--- src/pcapd_pkg.sv ---
// Shared types, codes and constants for the pcap record deframer.
`default_nettype none
package pcapd_pkg;

    typedef enum logic [1:0] {
        PH_GLOBAL  = 2'd0,
        PH_RECHDR  = 2'd1,
        PH_PAYLOAD = 2'd2,
        PH_HALT    = 2'd3
    } t_phase;

    typedef enum logic [2:0] {
        KIND_BYTE      = 3'd0,
        KIND_EMPTY     = 3'd1,
        KIND_END_OK    = 3'd2,
        KIND_BAD_MAGIC = 3'd3,
        KIND_SHORT_HDR = 3'd4,
        KIND_BAD_LINK  = 3'd5,
        KIND_TOO_LONG  = 3'd6,
        KIND_TRUNC     = 3'd7
    } t_kind;

    typedef enum logic {
        CFG_LINK_TYPE = 1'b0,
        CFG_MAX_LEN   = 1'b1
    } t_cfg_index;

    typedef struct packed {
        logic       func;
        logic [7:0] data_byte;
    } t_in_beat;

    typedef struct packed {
        t_kind       kind;
        logic [7:0]  frame_byte;
        logic [24:0] record_length;
        logic [23:0] byte_index;
        logic        last_of_record;
        logic [63:0] timestamp_ms;
    } t_out_beat;

    localparam logic [31:0] MAGIC_US_SWAP = 32'hD4C3B2A1;
    localparam logic [31:0] MAGIC_NS_SWAP = 32'h4D3CB2A1;
    localparam logic [31:0] MAGIC_US      = 32'hA1B2C3D4;
    localparam logic [31:0] MAGIC_NS      = 32'hA1B23C4D;

    localparam logic [24:0] LEN_CEILING    = 25'd16777216;
    localparam logic [31:0] LINK_TYPE_RST  = 32'd227;

    // header byte positions (count before the beat is taken)
    localparam logic [4:0] GHDR_MAGIC_LAST = 5'd3;
    localparam logic [4:0] GHDR_LAST       = 5'd23;
    localparam logic [4:0] RHDR_SEC_LAST   = 5'd3;
    localparam logic [4:0] RHDR_FRAC_LAST  = 5'd7;
    localparam logic [4:0] RHDR_WORDS_END  = 5'd12;
    localparam logic [4:0] RHDR_LAST       = 5'd15;

    // fraction to ms: multiply by a rounded-up reciprocal, then shift
    localparam logic [30:0] RECIP_US = 31'd274877907;   // ceil(2^38 / 1000)
    localparam int          SHIFT_US = 38;
    localparam logic [30:0] RECIP_NS = 31'd1125899907;  // ceil(2^50 / 1000000)
    localparam int          SHIFT_NS = 50;
    localparam logic [9:0]  MS_PER_S = 10'd1000;

    function automatic logic [31:0] order_word(input logic [31:0] w, input logic swap);
        order_word = swap ? {w[7:0], w[15:8], w[23:16], w[31:24]} : w;
    endfunction

endpackage
`default_nettype wire

--- src/pcapd_time.sv ---
// Record time in ms from the seconds and fraction fields, two register stages.
`default_nettype none
module pcapd_time (
    input  wire logic        i_clk,
    input  wire logic [31:0] i_seconds,
    input  wire logic [31:0] i_fraction,
    input  wire logic        i_nano,
    output logic      [63:0] o_record_time
);
    import pcapd_pkg::*;

    logic [41:0] r_sec_ms;
    logic [62:0] r_frac_prod;
    logic        r_nano;
    logic [63:0] r_time;
    logic [30:0] recip;
    logic [22:0] frac_ms;

    assign recip = i_nano ? RECIP_NS : RECIP_US;

    always_ff @(posedge i_clk) begin
        r_sec_ms    <= 42'(i_seconds) * 42'(MS_PER_S);
        r_frac_prod <= 63'(i_fraction) * 63'(recip);
        r_nano      <= i_nano;
        r_time      <= 64'(r_sec_ms) + 64'(frac_ms);
    end

    assign frac_ms = r_nano ? 23'(r_frac_prod >> SHIFT_NS) : 23'(r_frac_prod >> SHIFT_US);
    assign o_record_time = r_time;

endmodule
`default_nettype wire

--- src/pcap_record_deframer.sv ---
// Top level: classic pcap stream deframer, one file byte per beat.
//
// Input channel (i_in_valid / o_in_stall / i_in_data) carries one file byte
// per beat, or an end-of-file marker when func is set. Output channel
// (o_out_valid / i_out_stall / o_out_data) carries at most one result beat
// per input beat: a payload byte with its record length, index, last flag
// and relative ms timestamp, an empty-record note, or an end / error status.
// The result is registered and appears in the cycle after its input beat;
// one input beat is taken every cycle, limited only by the single output
// register. The record time is built by a two-stage multiply unit that
// runs while the header length words stream in, so no bubble is needed.
// Config is a plain write port (i_cfg_we, i_cfg_index, i_cfg_data): index 0
// is the expected link type, index 1 the largest accepted record length.
// Reset (synchronous, active low) returns to the global header phase and
// loads link type 227 and max length 2^24. When the receiver stalls with a
// result held, o_in_stall rises and the held beat stays unchanged.
// An error (bad magic, bad link, oversized record) drops bytes until the
// end-of-file beat, which always returns the parser to its start state.
`default_nettype none
module pcap_record_deframer (
    input  wire logic                  i_clk,
    input  wire logic                  i_rst_n,
    input  wire logic                  i_in_valid,
    output logic                       o_in_stall,
    input  wire pcapd_pkg::t_in_beat   i_in_data,
    output logic                       o_out_valid,
    input  wire logic                  i_out_stall,
    output pcapd_pkg::t_out_beat       o_out_data,
    input  wire logic                  i_cfg_we,
    input  wire logic                  i_cfg_index,
    input  wire logic [31:0]           i_cfg_data
);
    import pcapd_pkg::*;

    t_phase      r_phase, n_phase;
    logic [4:0]  r_hcnt, n_hcnt;
    logic [31:0] r_magic, n_magic;
    logic        r_swap, n_swap;
    logic        r_nano, n_nano;
    logic [31:0] r_acc, n_acc;
    logic [31:0] r_sec, n_sec;
    logic [31:0] r_frac, n_frac;
    logic [24:0] r_len, n_len;
    logic [23:0] r_done, n_done;
    logic [63:0] r_first, n_first;
    logic [63:0] r_rel, n_rel;

    logic [31:0] r_link_cfg;
    logic [24:0] r_max_cfg;

    logic        r_out_valid;
    t_out_beat   r_out;
    t_out_beat   n_beat;
    logic        emit;

    logic        accept;
    logic [63:0] record_time;
    logic [31:0] acc_new;
    logic [1:0]  pos;
    logic [31:0] incl;
    logic [24:0] limit;
    logic        last;

    pcapd_time u_time (
        .i_clk         (i_clk),
        .i_seconds     (r_sec),
        .i_fraction    (r_frac),
        .i_nano        (r_nano),
        .o_record_time (record_time)
    );

    assign o_in_stall  = r_out_valid && i_out_stall;
    assign accept      = i_in_valid && !o_in_stall;
    assign o_out_valid = r_out_valid;
    assign o_out_data  = r_out;

    assign pos     = r_hcnt[1:0];
    assign acc_new = ((pos == 2'd0) ? 32'd0 : r_acc)
                   | (32'(i_in_data.data_byte) << {pos, 3'b000});
    assign incl    = order_word(r_acc, r_swap);
    assign limit   = (r_max_cfg < LEN_CEILING) ? r_max_cfg : LEN_CEILING;
    assign last    = (({1'b0, r_done} + 25'd1) == r_len);

    always_ff @(posedge i_clk) begin
        if (!i_rst_n) begin
            r_link_cfg <= LINK_TYPE_RST;
            r_max_cfg  <= LEN_CEILING;
        end else if (i_cfg_we) begin
            case (t_cfg_index'(i_cfg_index))
                CFG_LINK_TYPE: r_link_cfg <= i_cfg_data;
                CFG_MAX_LEN:   r_max_cfg  <= i_cfg_data[24:0];
                default:       r_link_cfg <= r_link_cfg;
            endcase
        end
    end

    always_ff @(posedge i_clk) begin
        if (!i_rst_n) begin
            r_phase <= PH_GLOBAL;
            r_hcnt  <= '0;
            r_magic <= '0;
            r_swap  <= 1'b0;
            r_nano  <= 1'b0;
            r_acc   <= '0;
            r_sec   <= '0;
            r_frac  <= '0;
            r_len   <= '0;
            r_done  <= '0;
            r_first <= '0;
            r_rel   <= '0;
        end else begin
            r_phase <= n_phase;
            r_hcnt  <= n_hcnt;
            r_magic <= n_magic;
            r_swap  <= n_swap;
            r_nano  <= n_nano;
            r_acc   <= n_acc;
            r_sec   <= n_sec;
            r_frac  <= n_frac;
            r_len   <= n_len;
            r_done  <= n_done;
            r_first <= n_first;
            r_rel   <= n_rel;
        end
    end

    always_ff @(posedge i_clk) begin
        if (!i_rst_n) begin
            r_out_valid <= 1'b0;
        end else if (accept && emit) begin
            r_out_valid <= 1'b1;
        end else if (!i_out_stall) begin
            r_out_valid <= 1'b0;
        end
    end

    always_ff @(posedge i_clk) begin
        if (accept && emit) begin
            r_out <= n_beat;
        end
    end

    always_comb begin
        n_phase = r_phase;
        n_hcnt  = r_hcnt;
        n_magic = r_magic;
        n_swap  = r_swap;
        n_nano  = r_nano;
        n_acc   = r_acc;
        n_sec   = r_sec;
        n_frac  = r_frac;
        n_len   = r_len;
        n_done  = r_done;
        n_first = r_first;
        n_rel   = r_rel;
        emit    = 1'b0;
        n_beat  = '0;

        if (accept) begin
            if (i_in_data.func) begin
                case (r_phase)
                    PH_GLOBAL: begin
                        emit        = 1'b1;
                        n_beat.kind = KIND_SHORT_HDR;
                    end
                    PH_RECHDR: begin
                        emit        = 1'b1;
                        n_beat.kind = KIND_END_OK;
                    end
                    PH_PAYLOAD: begin
                        emit                 = 1'b1;
                        n_beat.kind          = KIND_TRUNC;
                        n_beat.record_length = r_len;
                        n_beat.byte_index    = r_done;
                        n_beat.timestamp_ms  = r_rel;
                    end
                    default: emit = 1'b0;
                endcase
                n_phase = PH_GLOBAL;
                n_hcnt  = '0;
                n_magic = '0;
                n_swap  = 1'b0;
                n_nano  = 1'b0;
                n_acc   = '0;
                n_sec   = '0;
                n_frac  = '0;
                n_len   = '0;
                n_done  = '0;
                n_first = '0;
                n_rel   = '0;
            end else begin
                case (r_phase)
                    PH_PAYLOAD: begin
                        emit                  = 1'b1;
                        n_beat.kind           = KIND_BYTE;
                        n_beat.frame_byte     = i_in_data.data_byte;
                        n_beat.record_length  = r_len;
                        n_beat.byte_index     = r_done;
                        n_beat.last_of_record = last;
                        n_beat.timestamp_ms   = r_rel;
                        if (last) begin
                            n_phase = PH_RECHDR;
                            n_hcnt  = '0;
                            n_done  = '0;
                        end else begin
                            n_done = r_done + 24'd1;
                        end
                    end
                    PH_GLOBAL: begin
                        n_acc  = acc_new;
                        n_hcnt = r_hcnt + 5'd1;
                        if (r_hcnt == GHDR_MAGIC_LAST) begin
                            n_magic = acc_new;
                            n_swap  = (acc_new == MAGIC_US_SWAP) || (acc_new == MAGIC_NS_SWAP);
                            n_nano  = (acc_new == MAGIC_NS) || (acc_new == MAGIC_NS_SWAP);
                        end
                        if (r_hcnt == GHDR_LAST) begin
                            if (!(r_magic inside {MAGIC_US_SWAP, MAGIC_NS_SWAP,
                                                  MAGIC_US, MAGIC_NS})) begin
                                emit        = 1'b1;
                                n_beat.kind = KIND_BAD_MAGIC;
                                n_phase     = PH_HALT;
                            end else if (order_word(acc_new, r_swap) != r_link_cfg) begin
                                emit        = 1'b1;
                                n_beat.kind = KIND_BAD_LINK;
                                n_phase     = PH_HALT;
                            end else begin
                                n_phase = PH_RECHDR;
                                n_hcnt  = '0;
                            end
                        end
                    end
                    PH_RECHDR: begin
                        if (r_hcnt < RHDR_WORDS_END) begin
                            n_acc = acc_new;
                            if (r_hcnt == RHDR_SEC_LAST) begin
                                n_sec = order_word(acc_new, r_swap);
                            end
                            if (r_hcnt == RHDR_FRAC_LAST) begin
                                n_frac = order_word(acc_new, r_swap);
                            end
                        end
                        n_hcnt = r_hcnt + 5'd1;
                        if (r_hcnt == RHDR_LAST) begin
                            n_hcnt = '0;
                            if (incl > 32'(limit)) begin
                                emit        = 1'b1;
                                n_beat.kind = KIND_TOO_LONG;
                                n_phase     = PH_HALT;
                            end else begin
                                // first non-zero record time becomes the origin
                                if (r_first == 64'd0) begin
                                    n_first = record_time;
                                    n_rel   = 64'd0;
                                end else begin
                                    n_rel = record_time - r_first;
                                end
                                n_len  = incl[24:0];
                                n_done = '0;
                                if (incl == 32'd0) begin
                                    emit                  = 1'b1;
                                    n_beat.kind           = KIND_EMPTY;
                                    n_beat.last_of_record = 1'b1;
                                    n_beat.timestamp_ms   = n_rel;
                                end else begin
                                    n_phase = PH_PAYLOAD;
                                end
                            end
                        end
                    end
                    default: emit = 1'b0;
                endcase
            end
        end
    end

endmodule
`default_nettype wire

--- config.mk ---
export PLATFORM = sky130hd
export DESIGN_NAME = pcap_record_deframer
export DESIGN_NICKNAME = d
export VERILOG_FILES = /design/src/pcapd_pkg.sv /design/src/pcapd_time.sv /design/src/pcap_record_deframer.sv
export SDC_FILE = /design/constraint.sdc
export NUM_CORES = 2
export LEC_CHECK = 0
export CORE_MARGIN = 1.5
export CORE_UTILIZATION = 40
export DETAILED_ROUTE_END_ITERATION = 6
export DONT_BUFFER_PORTS = 1
export MAX_ROUTING_LAYER = met4
export PLACE_DENSITY = 0.64
export SKIP_LAST_GASP = 1
export SYNTH_ARGS = -nofsm -noshare
export SYNTH_HDL_FRONTEND = slang
export SYNTH_SLANG_ARGS = --single-unit
--- constraint.sdc ---
create_clock -name i_clk -period 11 [get_ports i_clk]
set_input_delay 2.2 -clock i_clk [delete_from_list [all_inputs] [get_ports i_clk]]
set_output_delay 2.2 -clock i_clk [all_outputs]
set_load 0.01 [all_outputs]
==> reports/metrics.yaml <==
sta:
  timing.final.crit_share_pct: 84.9
  postLayoutSetupSlackWorst_ns: 1.67
  fin_worst_skew_ns: 0.0406
  finalCriticalPeriod_ns: 9.33
  rsz0062_at_grt: "no"
  tightest_slew_ns: 1.35
  report.final.slew_viol_count: 0
  max_freq_mhz: 107
  relSlewSlack_pct: 9.37
  fin_tns_setup_ns: 0
  final-setup-viol-count: 0
  timing.final.hold_violations: 0
route:
  drt_first_pass_iters: 7
  routedWlPerCell_um: 19.4
  detail_route.wirelength_mm: 149
  drt-vias-per-instance: 5.28
  first_iter_violations: 3176
  route.antenna.remaining_nets: 0
  route.detailed.drc: 0
  via_count: 40500
power:
  power_report.internal_total_uw: 4330
  ir_drop_worst_vdd_v: 0.0000980
  power.share.clock_pct: 34.8
  seq_power_share_pct: 37.6
  power_uw: 6560
  cellPowerDensity_nw_per_um2: 113
  p_comb_share_pct: 27.5
  p_sw_uw: 2230
  p_leak_uw: 0.0286
  power.share.switching_pct: 34.0
cts:
  max-clock-path-buffers: 3
  cts.htree.levels: 3
  clk_pin_slew_worst_paths_ns: 0.06
  cts_buffers: 68
  holdBufCountCts: 0
  clockRootBuffer: "sky130_fd_sc_hd__clkbuf_16"
  cts_resized: 0
  tritoncts_clock_tree: "built"
  postCtsSetupRepairBufs: 0
  insertion_delay_ns: 0.63
  tritoncts_num_sinks: 584
die:
  die_width_um: 371
  fp.dieArea_sq_um: 137000
  start_util_pct: 40.4
  floorplan.core_area_sq_um: 134000
  std_cell_rows: 134
  die_height_um: 371
  top_level_ports: 174
global_route:
  met3_usage_pct: 2.79
  grt_max_degree: 138
  antenna_found_initial: 1
  grt_pass1_wl_mm: 234
  global_route.usage.met1_pct: 30.4
  remaining_global_route_overflow: 0
  grt_util_met2_pct: 35.5
  gr-usage-all-layers_pct: 22.3
  grt.busiest_layer: "met2"
  first_global_vias: 40400
synthesis:
  synth_xor_xnor_area_share_pct: 3.69
  count_of_flip_flops_with_a_built_in_enable_after_synthesis: 125
  netlist-cell-type-count: 90
  main_combinational_cell_family_by_area_after_synthesis: "adder cells"
  yosysTopAreaCell: "sky130_fd_sc_hd__fa_1"
  synth_async_sr_flop_share_pct: 0
  synthTopCellsByArea: "sky130_fd_sc_hd__fa_1 23%, sky130_fd_sc_hd__dfxtp_1 17%, sky130_fd_sc_hd__ha_1 14%"
  synth.cell_area_sq_um: 54100
  synth-seq-cells: 584
  synth_fa_ha_area_share_pct: 36.9
  yosysWarningCount: 0
  yosys_most_used_dff: "sky130_fd_sc_hd__dfxtp_1"
  synth_seq_area_share_pct: 23.9
  synth.mux.area_fraction_pct: 1.30
  area_share_of_the_largest_cell_type_after_synthesis_pct: 22.9
  synth_cells: 5943
  synth.avg_cell_area_sq_um: 9.10
  synth-compound-area-share_pct: 11.6
  yosys.area_share.simple_pct: 13.6
critical_path:
  worstPathArrival_ns: 9.82
  critical_path_required_ns: 11.48
  timing.setup.critical_path_class: "reg2reg"
  rrSetupSlack_ns: 1.67
  critical_path.max_stage_delay_ns: 0.88
  worst_setup_path_start_kind: "register"
  critical_path_peak_fanout: 43
  critical_path.endpoint_type: "register"
  crit_path_top_delay_cell: "sky130_fd_sc_hd__dfxtp_2"
place:
  dpl_worst_slack_ns: 1.85
  final_weighted_congestion_in_routability_driven_placement: 0.970
  quantity_of_i_o_buffers_inserted_on_ports: 0
  detailed_place_hpwl_mm: 120
layout:
  final_layout_size_suffix_gt1_share_pct: 3.85
  final-seq-area_sq_um: 12900
  n_fill_cell: 13100
  areaGrowthSynthToFinish_pct: 7.35
  design.final.nets: 7115
  multi_input_comb_area_sq_um: 36600
  n_antenna_cell: 0
flow_run:
  drv_cap: 0
outcome:
  result_of_the_run: "completed"
min_path:
  hold_path_class: "reg2reg"
==> state kept, by name, indices dropped and copies added, names as in the netlist, 25 cells and up <==
register,flops
r_link_cfg,32
r_frac,32
r_len,25
r_magic,32
u_time.r_sec_ms,39
r_sec,32
u_time.o_record_time,43
r_first,43
r_rel,64
u_time.r_frac_prod,25
o_out_data,125
r_max_cfg,25
r_acc,32
==> through the flow <==
stage                     utilization [%]  cell area [sq um]  cells  hold WS (ns)
after floorplan                         -              54300   5994         0.329
after global placement               41.7              55800   7540         0.433
after detailed placement             41.7              55800   7540         0.439
after CTS                            43.4              58100   7662         0.440
after global routing                 43.4              58100   7662         0.463
final                                43.4              58100   7662         0.443
==> area by class of cell <==
type	count	area share, %
timing repair buffer	43	0.556
tap	1768	3.81
inverter	1004	6.50
clock inverter	28	0.627
sequential	584	22.3
multi-input combinational	4141	63.0
clock buffer	94	3.22
==> cells by family (layout without fill, tap and decap cells) <==
family	Yosys count	count (layout)
flip-flops	584	584
AND/OR/NAND/NOR	1578	1578
buffers and inverters	1269	1169
adder cells (fa/ha/maj)	1226	1226
multiplexers	65	65
other	2	53
AO/OA/AOI/OAI	991	991
XOR/XNOR	228	228
==> Yosys cell counts, drive strengths merged (74+ instances only) <==
library cell  number
a21oi            421
a21o             117
nand3             79
fa               618
nand2            712
inv             1004
edfxtp           125
xor2              83
xnor2            145
a22oi             91
and3              74
clkbuf           233
ha               608
nor2             306
dfxtp            459
nor3              80
o21ai            120
==> critical path, delay by kind of cell (launching register included) <==
kind	cells	cell delay [ns]
adders and majority gates	9	4.16
AOI/OAI and AO/OA	6	2.02
and+or+nand+nor	5	1.22
DFF	1	0.88
buffers and inverters	8	0.74
xor gates and xnor gates	1	0.12
==> layer usage <==
metal | up-vias | share of wire, %
met1 | 19800 | 46
met4 | 0 | 2.1
met2 | 1232 | 46
met3 | 206 | 5.7
met5 | - | 0
li1 | 19200 | -
==> cells in the final DEF (no fill, tap or decap), drive strengths merged, types with 12 or more instances in the layout <==
cell type,count
or3,15
inv,1013
or4,20
nor2,306
nand4,48
o31ai,13
clkbuf,94
a22o,24
nand2b,64
a22oi,91
nand2,712
clkinv,12
a21o,117
mux2i,23
xor2,83
and4,12
nand3,79
a211oi,27
conb,53
o21ai,120
fa,618
nor4,27
and2,21
nor2b,54
and3,74
a21oi,421
buf,43
edfxtp,125
mux2,42
dfxtp,459
o21bai,19
xnor2,145
nor3,80
a31oi,17
ha,608
o21a,26
a32oi,13
nand4b,21
==> final timing paths <==
path / from / endpoint / depth (start not counted)
worst max-delay path: r_nano$_SDFFE_PN0P_ / u_time.r_frac_prod[61]$_DFF_P_ / 29
worst min-delay path: u_time.r_sec_ms[30]$_DFF_P_ / u_time.o_record_time[30]$_DFF_P_ / 1
worst max register to register: r_nano$_SDFFE_PN0P_ / u_time.r_frac_prod[61]$_DFF_P_ / 29
worst min register to register: u_time.r_sec_ms[30]$_DFF_P_ / u_time.o_record_time[30]$_DFF_P_ / 1
==> power groups by stage <==
stage / combinational [uW] / clock [uW] / sequential, uW
finish: 1810 / 2280 / 2470
CTS: 1800 / 2320 / 2470
global route: 2010 / 2400 / 2480
detailed placement: 1790 / 0 / 2520
floorplan: 1320 / 0 / 2440
global placement: 1770 / 0 / 2520
No activity file was read; power rests on OpenSTA's default activity.
